`src/dssc_pkg.sv`:
```
package dssc_pkg;

  // field widths
  localparam int unsigned AngleWidth    = 8;
  localparam int unsigned PulseWidth    = 12;
  localparam int unsigned TimeWidth     = 32;
  localparam int unsigned IntervalWidth = 16;
  localparam int unsigned CfgDataWidth  = 16;
  localparam int unsigned CfgIndexWidth = 3;

  typedef logic [AngleWidth-1:0]    angle_t;
  typedef logic [PulseWidth-1:0]    pulse_t;
  typedef logic [TimeWidth-1:0]     time_ms_t;
  typedef logic [IntervalWidth-1:0] interval_t;

  // angle and pulse limits
  localparam angle_t AngleMax   = 8'd180;
  localparam pulse_t PulseMinUs = 12'd500;
  localparam pulse_t PulseMaxUs = 12'd2500;

  // 2000/180 scaled by 2^16, rounded up; exact floor for angles 0..180
  localparam int unsigned PulseRecipShift = 16;
  localparam int unsigned PulseRecipWidth = 20;
  localparam logic [PulseRecipWidth-1:0] PulseRecip = 20'd728178;

  // register reset values
  localparam angle_t    HomeAngleReset = 8'd90;
  localparam angle_t    UpAngleAReset  = 8'd35;
  localparam angle_t    UpAngleBReset  = 8'd145;
  localparam angle_t    DownAngleAReset = 8'd145;
  localparam angle_t    DownAngleBReset = 8'd35;
  localparam interval_t IntervalReset  = 16'd20;

  // register indexes
  typedef enum logic [CfgIndexWidth-1:0] {
    REG_HOME_ANGLE_A    = 3'd0,
    REG_HOME_ANGLE_B    = 3'd1,
    REG_UP_ANGLE_A      = 3'd2,
    REG_UP_ANGLE_B      = 3'd3,
    REG_DOWN_ANGLE_A    = 3'd4,
    REG_DOWN_ANGLE_B    = 3'd5,
    REG_STEP_INTERVAL   = 3'd6
  } cfg_index_t;

endpackage

```
`src/dssc_sample_if.sv`:
```
interface dssc_sample_if;
  logic                 valid;
  logic                 ready;
  logic                 up_pressed;
  logic                 down_pressed;
  dssc_pkg::time_ms_t   now_ms;

  modport source (output valid, output up_pressed, output down_pressed, output now_ms,
                  input ready);
  modport sink (input valid, input up_pressed, input down_pressed, input now_ms,
                output ready);
endinterface

```
`src/dssc_result_if.sv`:
```
interface dssc_result_if;
  logic             valid;
  logic             ready;
  dssc_pkg::angle_t angle_a;
  dssc_pkg::angle_t angle_b;
  dssc_pkg::pulse_t pulse_a_us;
  dssc_pkg::pulse_t pulse_b_us;

  modport source (output valid, output angle_a, output angle_b, output pulse_a_us,
                  output pulse_b_us, input ready);
  modport sink (input valid, input angle_a, input angle_b, input pulse_a_us,
                input pulse_b_us, output ready);
endinterface

```
`src/dssc_pulse.sv`:
```
module dssc_pulse (
  input  dssc_pkg::angle_t angle,
  output dssc_pkg::pulse_t pulse_us
);

  localparam int unsigned ProdWidth = dssc_pkg::AngleWidth + dssc_pkg::PulseRecipWidth;

  logic [ProdWidth-1:0] prod;

  // angle * 2000 / 180 by reciprocal multiply
  assign prod = ProdWidth'(angle) * ProdWidth'(dssc_pkg::PulseRecip);
  assign pulse_us = dssc_pkg::PulseMinUs
                  + prod[dssc_pkg::PulseRecipShift +: dssc_pkg::PulseWidth];

endmodule

```
`src/dual_servo_slew_controller.sv`:
```
// Dual servo slew-rate controller.
// sample channel: one transaction per button sample (up and down levels plus a
//   free-running millisecond timestamp); targets follow button presses.
// result channel: a transaction only when a one-degree step is due, carrying
//   both angles and their pulse widths in microseconds.
// cfg_we/cfg_index/cfg_data: register writes, taken on any edge with cfg_we
//   high; angle writes saturate at 180 degrees. Write only while idle.
// Flow: a sample is taken into the input register, then processed into the result
//   register, from which its result is offered. Throughput: one sample per cycle
//   while result.ready does not hold back a pending result, set by the single
//   input register and single result register around the state update.
// Reset (rst, synchronous): registers return to their defaults, both angles
//   and targets to 90 degrees, last step time to zero, no result pending.
// Stall: while a result waits on result.ready the input register can still
//   take one sample; the next sample waits until the result is taken.
module dual_servo_slew_controller (
  input  logic                                  clk,
  input  logic                                  rst,
  dssc_sample_if.sink                           sample,
  dssc_result_if.source                         result,
  input  logic                                  cfg_we,
  input  logic [dssc_pkg::CfgIndexWidth-1:0]    cfg_index,
  input  logic [dssc_pkg::CfgDataWidth-1:0]     cfg_data
);

  // configuration registers
  dssc_pkg::angle_t    home_angle_a, home_angle_b;
  dssc_pkg::angle_t    up_angle_a, up_angle_b;
  dssc_pkg::angle_t    down_angle_a, down_angle_b;
  dssc_pkg::interval_t step_interval_ms;

  // servo state
  dssc_pkg::angle_t    current_a, current_b, target_a, target_b;
  dssc_pkg::angle_t    current_a_next, current_b_next, target_a_next, target_b_next;
  dssc_pkg::time_ms_t  last_step_time;
  logic                prev_up, prev_down;

  // input register
  logic                s0_valid;
  logic                s0_up, s0_down;
  dssc_pkg::time_ms_t  s0_now;

  // result register
  logic                out_valid;
  dssc_pkg::angle_t    out_angle_a, out_angle_b;
  dssc_pkg::pulse_t    out_pulse_a, out_pulse_b;
  dssc_pkg::pulse_t    pulse_a_next, pulse_b_next;

  logic                advance;
  logic                step_due;
  dssc_pkg::angle_t    cfg_angle;
  dssc_pkg::time_ms_t  elapsed;

  function automatic dssc_pkg::angle_t move_one(dssc_pkg::angle_t cur, dssc_pkg::angle_t tgt);
    if (cur < tgt) begin
      return cur + 8'd1;
    end else if (cur > tgt) begin
      return cur - 8'd1;
    end
    return cur;
  endfunction

  // handshake
  assign advance      = !out_valid || result.ready;
  assign sample.ready = !s0_valid || advance;

  // saturated angle from write data
  assign cfg_angle = (cfg_data[dssc_pkg::AngleWidth-1:0] > dssc_pkg::AngleMax)
                   ? dssc_pkg::AngleMax : cfg_data[dssc_pkg::AngleWidth-1:0];

  // configuration writes
  always_ff @(posedge clk) begin
    if (rst) begin
      home_angle_a     <= dssc_pkg::HomeAngleReset;
      home_angle_b     <= dssc_pkg::HomeAngleReset;
      up_angle_a       <= dssc_pkg::UpAngleAReset;
      up_angle_b       <= dssc_pkg::UpAngleBReset;
      down_angle_a     <= dssc_pkg::DownAngleAReset;
      down_angle_b     <= dssc_pkg::DownAngleBReset;
      step_interval_ms <= dssc_pkg::IntervalReset;
    end else if (cfg_we) begin
      case (cfg_index)
        dssc_pkg::REG_HOME_ANGLE_A:  home_angle_a     <= cfg_angle;
        dssc_pkg::REG_HOME_ANGLE_B:  home_angle_b     <= cfg_angle;
        dssc_pkg::REG_UP_ANGLE_A:    up_angle_a       <= cfg_angle;
        dssc_pkg::REG_UP_ANGLE_B:    up_angle_b       <= cfg_angle;
        dssc_pkg::REG_DOWN_ANGLE_A:  down_angle_a     <= cfg_angle;
        dssc_pkg::REG_DOWN_ANGLE_B:  down_angle_b     <= cfg_angle;
        dssc_pkg::REG_STEP_INTERVAL: step_interval_ms <= cfg_data;
        default: ;
      endcase
    end
  end

  // input register
  always_ff @(posedge clk) begin
    if (rst) begin
      s0_valid <= 1'b0;
    end else if (sample.ready) begin
      s0_valid <= sample.valid;
    end
  end

  always_ff @(posedge clk) begin
    if (sample.ready && sample.valid) begin
      s0_up   <= sample.up_pressed;
      s0_down <= sample.down_pressed;
      s0_now  <= sample.now_ms;
    end
  end

  // target selection and step decision
  always_comb begin
    target_a_next = target_a;
    target_b_next = target_b;
    if (s0_up && s0_down) begin
      target_a_next = home_angle_a;
      target_b_next = home_angle_b;
    end else if (s0_up && !prev_up) begin
      target_a_next = up_angle_a;
      target_b_next = up_angle_b;
    end else if (s0_down && !prev_down) begin
      target_a_next = down_angle_a;
      target_b_next = down_angle_b;
    end
    elapsed        = s0_now - last_step_time;
    step_due       = elapsed >= dssc_pkg::TimeWidth'(step_interval_ms);
    current_a_next = move_one(current_a, target_a_next);
    current_b_next = move_one(current_b, target_b_next);
  end

  // pulse widths of the stepped angles
  dssc_pulse u_pulse_a (.angle(current_a_next), .pulse_us(pulse_a_next));
  dssc_pulse u_pulse_b (.angle(current_b_next), .pulse_us(pulse_b_next));

  // servo state update
  always_ff @(posedge clk) begin
    if (rst) begin
      current_a      <= dssc_pkg::HomeAngleReset;
      current_b      <= dssc_pkg::HomeAngleReset;
      target_a       <= dssc_pkg::HomeAngleReset;
      target_b       <= dssc_pkg::HomeAngleReset;
      last_step_time <= '0;
      prev_up        <= 1'b0;
      prev_down      <= 1'b0;
    end else if (s0_valid && advance) begin
      target_a  <= target_a_next;
      target_b  <= target_b_next;
      prev_up   <= s0_up;
      prev_down <= s0_down;
      if (step_due) begin
        last_step_time <= s0_now;
        current_a      <= current_a_next;
        current_b      <= current_b_next;
      end
    end
  end

  // result register
  always_ff @(posedge clk) begin
    if (rst) begin
      out_valid <= 1'b0;
    end else if (advance) begin
      out_valid <= s0_valid && step_due;
    end
  end

  always_ff @(posedge clk) begin
    if (advance && s0_valid && step_due) begin
      out_angle_a <= current_a_next;
      out_angle_b <= current_b_next;
      out_pulse_a <= pulse_a_next;
      out_pulse_b <= pulse_b_next;
    end
  end

  assign result.valid      = out_valid;
  assign result.angle_a    = out_angle_a;
  assign result.angle_b    = out_angle_b;
  assign result.pulse_a_us = out_pulse_a;
  assign result.pulse_b_us = out_pulse_b;

  // a pending result always shows the present servo angles
  a_result_matches_state: assert property (@(posedge clk) disable iff (rst)
    out_valid |-> (out_angle_a == current_a && out_angle_b == current_b))
    else $error("pending result differs from servo state");

  // servo A angle moves by at most one degree a cycle
  a_slew_limited: assert property (@(posedge clk) disable iff (rst)
    !$past(rst) |-> (current_a == $past(current_a) || current_a == $past(current_a) + 8'd1
                     || current_a == $past(current_a) - 8'd1))
    else $error("servo A angle jumped");

  // targets and angles stay in range
  a_angles_in_range: assert property (@(posedge clk) disable iff (rst)
    target_a <= dssc_pkg::AngleMax && target_b <= dssc_pkg::AngleMax
    && current_a <= dssc_pkg::AngleMax && current_b <= dssc_pkg::AngleMax)
    else $error("angle out of range");

  // pulses stay within the servo window
  a_pulse_in_range: assert property (@(posedge clk) disable iff (rst)
    out_valid |-> (out_pulse_a >= dssc_pkg::PulseMinUs && out_pulse_a <= dssc_pkg::PulseMaxUs
                   && out_pulse_b >= dssc_pkg::PulseMinUs
                   && out_pulse_b <= dssc_pkg::PulseMaxUs))
    else $error("pulse width out of range");

endmodule
```
`src/flat_wrapper.sv`:
```
// flat-port wrapper written by rule: the top's interface ports become plain ports
module dual_servo_slew_controller_flat 
  (clk, rst, cfg_we, cfg_index, cfg_data, sample_valid, sample_up_pressed, sample_down_pressed, sample_now_ms, sample_ready, result_valid, result_angle_a, result_angle_b, result_pulse_a_us, result_pulse_b_us, result_ready);
  dssc_sample_if sample_i ();
  dssc_result_if result_i ();
  input  logic clk;
  input  logic rst;
  input  logic cfg_we;
  input  logic [dssc_pkg::CfgIndexWidth-1:0] cfg_index;
  input  logic [dssc_pkg::CfgDataWidth-1:0] cfg_data;
  input wire logic [$bits(sample_i.valid)-1:0] sample_valid;
  input wire logic [$bits(sample_i.up_pressed)-1:0] sample_up_pressed;
  input wire logic [$bits(sample_i.down_pressed)-1:0] sample_down_pressed;
  input wire logic [$bits(sample_i.now_ms)-1:0] sample_now_ms;
  output wire logic [$bits(sample_i.ready)-1:0] sample_ready;
  output wire logic [$bits(result_i.valid)-1:0] result_valid;
  output wire logic [$bits(result_i.angle_a)-1:0] result_angle_a;
  output wire logic [$bits(result_i.angle_b)-1:0] result_angle_b;
  output wire logic [$bits(result_i.pulse_a_us)-1:0] result_pulse_a_us;
  output wire logic [$bits(result_i.pulse_b_us)-1:0] result_pulse_b_us;
  input wire logic [$bits(result_i.ready)-1:0] result_ready;
  assign sample_i.valid = sample_valid;
  assign sample_i.up_pressed = sample_up_pressed;
  assign sample_i.down_pressed = sample_down_pressed;
  assign sample_i.now_ms = sample_now_ms;
  assign sample_ready = sample_i.ready;
  assign result_valid = result_i.valid;
  assign result_angle_a = result_i.angle_a;
  assign result_angle_b = result_i.angle_b;
  assign result_pulse_a_us = result_i.pulse_a_us;
  assign result_pulse_b_us = result_i.pulse_b_us;
  assign result_i.ready = result_ready;
  dual_servo_slew_controller u_core (.clk(clk), .rst(rst), .sample(sample_i), .result(result_i), .cfg_we(cfg_we), .cfg_index(cfg_index), .cfg_data(cfg_data));
endmodule
```
`config.mk`:
```
export PLATFORM = sky130hd
export DESIGN_NAME = dual_servo_slew_controller_flat
export DESIGN_NICKNAME = d
export VERILOG_FILES = /design/src/dssc_pkg.sv /design/src/dssc_sample_if.sv /design/src/dssc_result_if.sv /design/src/dssc_pulse.sv /design/src/dual_servo_slew_controller.sv /design/src/flat_wrapper.sv
export SDC_FILE = /design/constraint.sdc
export NUM_CORES = 1
export LEC_CHECK = 0
export ABC_AREA = 0
export BUFFER_PORTS_ARGS = -buffer_cell sky130_fd_sc_hd__buf_2
export CAP_MARGIN = 20
export CORE_MARGIN = 5
export CORE_UTILIZATION = 36
export DETAILED_ROUTE_END_ITERATION = 8
export SYNTH_ARGS = -nofsm -noshare
export SYNTH_HDL_FRONTEND = slang
export SYNTH_SLANG_ARGS = --single-unit
```
`constraint.sdc`:
```
create_clock -name clk -period 13.55 [get_ports clk]
set_input_delay 1.355 -clock clk [delete_from_list [all_inputs] [get_ports clk]]
set_output_delay 1.355 -clock clk [all_outputs]
set_load 0.05 [all_outputs]
```
==> impl_metrics.yaml, run 1 <==
critical_path:
  timing.rr.start: "u_core.s0_down"
  crit_path_end_kind: "flop"
  r2r_slack_ns: 2.96
  critPathArrivalTime_ns: 10.87
  cp.required_ns: 13.83
  crit_start: "u_core.s0_down"
  critical_path.most_common_cell: "ha_1"
  slowest_stage: "nand2b_1"
  crit_fanout: 16
  slowest_delay_ns: 0.77
  crit_type: "reg -> reg"
  critPathLaunchType: "flop"
final_layout:
  final_area_um2: 18150
  final_nets: 2234
  multiInputGateArea_um2: 10310
  seqCellArea_um2: 4865
  antenna_cells: 0
  num-fill-cells: 4444
  syn2layout_area_growth_pct: 11.73
  stdcell_count: 2541
  drive_above_1_share_pct: 9.646
route:
  antenna_left: 0
  first_pass_iters: 5
  drt-wirelength-per-cell_um: 16.00
  routed_wl_um: 40660
  vias_per_cell: 5.322
  drt_first_iter_violations: 774
  remaining_drc_errors: 0
  vias: 13520
global_route:
  grt_pass1_wl_um: 67130
  grt_max_degree: 103
  grt_usage_pct: 15.98
  grt-ovfl-total: 0
  antenna_found_initial: 0
  grt_pass1_vias: 13440
logic_synthesis:
  synth-xor-area-share_pct: 3.181
  ys_seq_area_share_pct: 29.95
  synth_top_family_by_area: "adder cells"
  syn_nets: 2178
  yosysUniqueCellTypes: 80
  synth_edf_count: 74
  ys.flop_type: "dfxtp_1"
  synth_top_area_share_pct: 16.27
  syn_area_um2: 16240
  yosys-top-cells-area: "dfxtp_1 16%, ha_1 15%, edfxtp_1 14%"
  synthAdderAreaFrac_pct: 21.17
  yosysWarnings: 0
  synth_compound_area_share_pct: 21.05
  async_flop_share_pct: 0
  synth.largest_area_cell: "dfxtp_1"
  synthSimpleGateAreaFrac_pct: 15.67
  synthMuxAreaShare_pct: 2.264
  post-synth-top-count-cell: "nand2_1"
  syn_avg_cell_area_um2: 8.668
  ys_ff_latch: 206
  postSynthCellCount: 1874
  synth_common_cells: "231 x nand2_1, 201 x inv_1, 198 x ha_1"
sta:
  worst_slew_pin_slew_ns: 1.097
  slew_headroom_pct: 26.55
  finalCriticalPeriod_ns: 10.59
  fin_setup_tns_ns: 0
  period_share_pct: 78.16
  rsz0062_at_grt: "false"
  finClkSkew_ns: 0.04177
  setup_viol: 0
  drv_slew: 0
  hold_viol_final: 0
  max_freq_mhz: 94.43
  finalHoldWorstSlack_ns: 0.4549
cts:
  clk_latency_ns: 0.57
  h-tree-depth: 1
  cts_made_buffers: 26
  cts.clk_slew.worst_paths_ns: 0.06
  cts_root_buf: "clkbuf_16"
  cts_resized: 0
  clock-sinks: 206
  cts_tree: "done"
  cts_buffer_depth: 3
  postCtsHoldBufs: 0
  post-cts-setup-buffers: 0
place:
  post-dp-hpwl_um: 30250
  dp.cells: 2492
  placed_area_um2: 17250
  routabilityCongestion: 0.8895
  io_buffers: 99
die:
  fp.dieH_um: 222.4
  ios: 100
  die_w_um: 222.4
  core_um2: 44410
  die-area_um2: 49470
  start_util_pct: 36.57
  rows: 77
outcome:
  status: "completed"
worst_hold_path:
  hold_class: "reg -> reg"
  hp-start: "u_core.prev_up"
run:
  cap_violations: 0
[per-stage QoR]
stage                     utilization (%)  setup WS [ns]
final                               40.87          2.960
after global routing                40.87          2.236
after CTS                           40.77          2.896
after detailed placement            38.83          2.966
after global placement              38.81          3.326
after floorplan                         -          3.784
[sequential cells by signal, indices dropped and copies added, names as in the netlist, 12 cells and up]
register / cells
u_core.s0_now: 32
u_core.last_step_time: 32
u_core.result.pulse_b_us: 12
u_core.result.pulse_a_us: 12
u_core.step_interval_ms: 16
[path summary, 6_finish.rpt]
path,endpoint,cells past startpoint
worst max-delay path,u_core.result.pulse_b_us[8],41
worst min-delay path,u_core.prev_up,2
worst max register to register,u_core.result.pulse_b_us[8],41
worst min register to register,u_core.prev_up,2
[critical path: cells and delay by family (launching register included)]
family / cells / cell delay (ns)
buf+inv: 4 / 0.30
xor+xnor: 3 / 0.53
fa+ha+maj: 9 / 3.06
simple gates: 7 / 2.22
compound gates: 16 / 3.15
flops: 1 / 0.40
mux: 2 / 0.63
[cell usage in the layout (no fill, tap or decap), types with 7 or more instances in the layout]
master     synthesis  routed
clkbuf_16          0      27
a2bb2oi_1         36      36
o21a_1             8       8
o21bai_1          18      18
nor4_1            10      10
nand3_1           12      12
or3_1              7       7
and3_1            40      40
nand2b_1          20      20
buf_2              2     100
nor3_1            25      25
nand2_1          231     231
o311ai_1           8       8
o21ai_0           41      41
a21oi_1          149     149
inv_1            201     199
ha_1             198     198
xor2_1            21      21
nor2_1           131     131
mux2i_1           30      29
a211oi_1          36      36
nand4_1           11      11
a21o_1            46      46
xnor2_1           38      38
o211ai_1          43      43
or2_2             10      10
and4_1             7       7
buf_4              2      10
a31oi_1            8       8
clkbuf_1          74       9
nor2b_1           18      18
fa_1              48      48
dfxtp_1          132     132
o311ai_0          30      30
edfxtp_1          74      74
[final cells by class]
cell class              instances  area share, %
well taps                     592          4.081
clock buffers                  40          4.212
clock inverters                 7         0.5239
repair buffers                112          3.405
flip-flops and latches        206          26.80
inverters                     202          4.184
multi-input cells            1382          56.79
[metal layers]
metal,share of wire (%),track usage [%],vias up
met5,0,0,-
met4,2.8,4.625,0
met3,3.6,2.296,68
met2,48,28.44,249
met1,45,20.18,6426
li1,-,-,6781
[cells by family (layout without fill, tap and decap cells)]
kind of cell / after synthesis / in the layout
and+or+nand+nor: 549 / 549
AOI/OAI and AO/OA: 492 / 492
buffers and inverters: 286 / 361
adders and majority gates: 246 / 246
DFF: 206 / 206
xor gates and xnor gates: 59 / 59
muxes: 36 / 36
Power of run 1 is not shown: default switching activity piles up to over one toggle a cycle in this logic, so the estimate is an artifact.
==> run 2: changes to the inputs <==
==> constraint.sdc (replaced) <==
create_clock -name clk -period 8.6 [get_ports clk]
set_input_delay 0.86 -clock clk [delete_from_list [all_inputs] [get_ports clk]]
set_output_delay 0.86 -clock clk [all_outputs]
set_load 0.05 [all_outputs]
==> impl_metrics.yaml, run 2 (synthesized netlist as in run 1, its figures left out) <==
die:
  start_util_pct: 36.57
  rows: 77
  core_um2: 44410
  ios: 100
  fp.dieH_um: 222.4
  die-area_um2: 49470
  die_w_um: 222.4
worst_hold_path:
  hold_class: "reg -> reg"
  hp-start: "u_core.prev_up"
  holdPathStages: 2
  min_to: "u_core.prev_up"
global_route:
  grt-ovfl-total: 0
  antenna_found_initial: 0
  grt_pass1_vias: 13640
  grt_pass1_wl_um: 67900
  grt_usage_pct: 16.21
  grt_max_degree: 80
cts:
  clk_latency_ns: 0.57
  cts_root_buf: "clkbuf_16"
  clock-sinks: 206
  cts.clk_slew.worst_paths_ns: 0.06
  cts_buffer_depth: 3
  cts_tree: "done"
  h-tree-depth: 1
  cts_made_buffers: 26
sta:
  worst_slew_pin_slew_ns: 0.9421
  finClkSkew_ns: 0.02895
  setup_viol: 5
  rsz0062_at_grt: "true"
  finalCriticalPeriod_ns: 8.764
  drv_slew: 0
  hold_viol_final: 0
  slew_headroom_pct: 37.10
  period_share_pct: 101.9
  max_freq_mhz: 114.1
  worst_slack_ns: -0.1635
final_layout:
  seqCellArea_um2: 4865
  multiInputGateArea_um2: 10790
  layout_commonest_cell: "nand2_1"
  num-fill-cells: 4299
  syn2layout_area_growth_pct: 20.53
  antenna_cells: 0
  postLayoutCoreUtil_pct: 44.08
  final_nets: 2348
  final_cell_mix: "229 x nand2_1, 195 x inv_1, 184 x ha_1, 132 x dfxtp_1, 131 x a21oi_1"
  largestRegisters: "u_core.last_step_time: 32 flops, u_core.s0_now: 32 flops, u_core.step_interval_ms: 16 flops"
  drive_above_1_share_pct: 18.70
route:
  vias_per_cell: 5.242
  routed_wl_um: 41580
  drt_first_iter_violations: 635
  remaining_drc_errors: 0
  vias: 13920
  antenna_left: 0
  drt-wirelength-per-cell_um: 15.66
  first_pass_iters: 6
critical_path:
  reg2reg_depth: 41
  cp.required_ns: 8.89
  cpLargestDelayFamily: "adder cells"
  slowest_stage: "fa_2"
  crit_path_end_kind: "flop"
  crit_fanout: 5
  crit_start: "u_core.prev_down"
  slowest_delay_ns: 0.56
  critPathBufInv: 5
  r2r_slack_ns: -0.16
  critPathArrivalTime_ns: 9.06
  critPathLaunchType: "flop"
  crit_type: "reg -> reg"
  timing.rr.start: "u_core.prev_down"
  timing.rr.end: "u_core.result.pulse_a_us[11]"
place:
  routabilityCongestion: 0.8580
  post-dp-hpwl_um: 31160
  io_buffers: 99
  pre_cts_slack_ns: -0.1827
run:
  cap_violations: 0
outcome:
  violations: "negative setup slack"
  status: "finished with violations"
run 2: final cells by class:
class | instances | share of cell area [%]
Timing Repair Buffer | 226 | 7.630
Sequential cell | 206 | 24.85
Clock inverter | 13 | 0.8180
Clock buffer | 35 | 3.924
Inverter | 202 | 3.879
Tap cell | 592 | 3.783
Multi-Input combinational cell | 1382 | 55.12
run 2: stage by stage:
stage / hold slack [ns] / setup TNS [ns] / area [um2] / cells
global placement: 0.4387 / -0.02151 / 18000 / 2569
detailed placement: 0.4442 / -0.6269 / 18000 / 2569
global route: 0.4322 / -3.516 / 19580 / 2656
CTS: 0.4240 / -0.1541 / 19220 / 2644
finish: 0.4486 / -0.3857 / 19580 / 2656
floorplan: 0.4312 / -0.1099 / 16430 / 1874
run 2: metal layers:
layer  wire (um)  vias up  track usage [%]
met1       18420     6584            20.16
met3        1469       71            2.046
met4        1279        0            4.664
li1            -     7031                -
met2       20420      236            29.48
met5           0        -                0
run 2: worst max path at each step:
stage / endpoint / slack [ns] / cells past startpoint
after CTS: u_core.result.pulse_a_us[11] / -0.09 / 39
after global routing: u_core.result.pulse_a_us[11] / -0.54 / 42
after global placement: u_core.result.pulse_b_us[8] / -0.01 / 42
after detailed placement: u_core.result.pulse_a_us[11] / -0.18 / 40
final: u_core.result.pulse_a_us[11] / -0.16 / 41
after floorplan: u_core.result.pulse_a_us[11] / -0.09 / 41
run 2: repair_timing:
action | 4_1_cts | 5_1_grt
buffers inserted | 27 | 13
hold buffers | 0 | 0
pin swaps | 23 | 41
gates resized for setup | 16 | 50
setup endpoints to repair | 7 | 14
run 2: worst register-to-register path: cells and delay by family, from the launching register on:
family / cells / cell delay, ns
multiplexers: 2 / 0.43
buffers and inverters: 5 / 0.50
adder cells (fa/ha/maj): 8 / 2.65
flip-flops: 1 / 0.30
AND/OR/NAND/NOR: 8 / 1.67
XOR/XNOR: 2 / 0.35
AO/OA/AOI/OAI: 16 / 2.61
Power of run 2 is left out for the same reason.
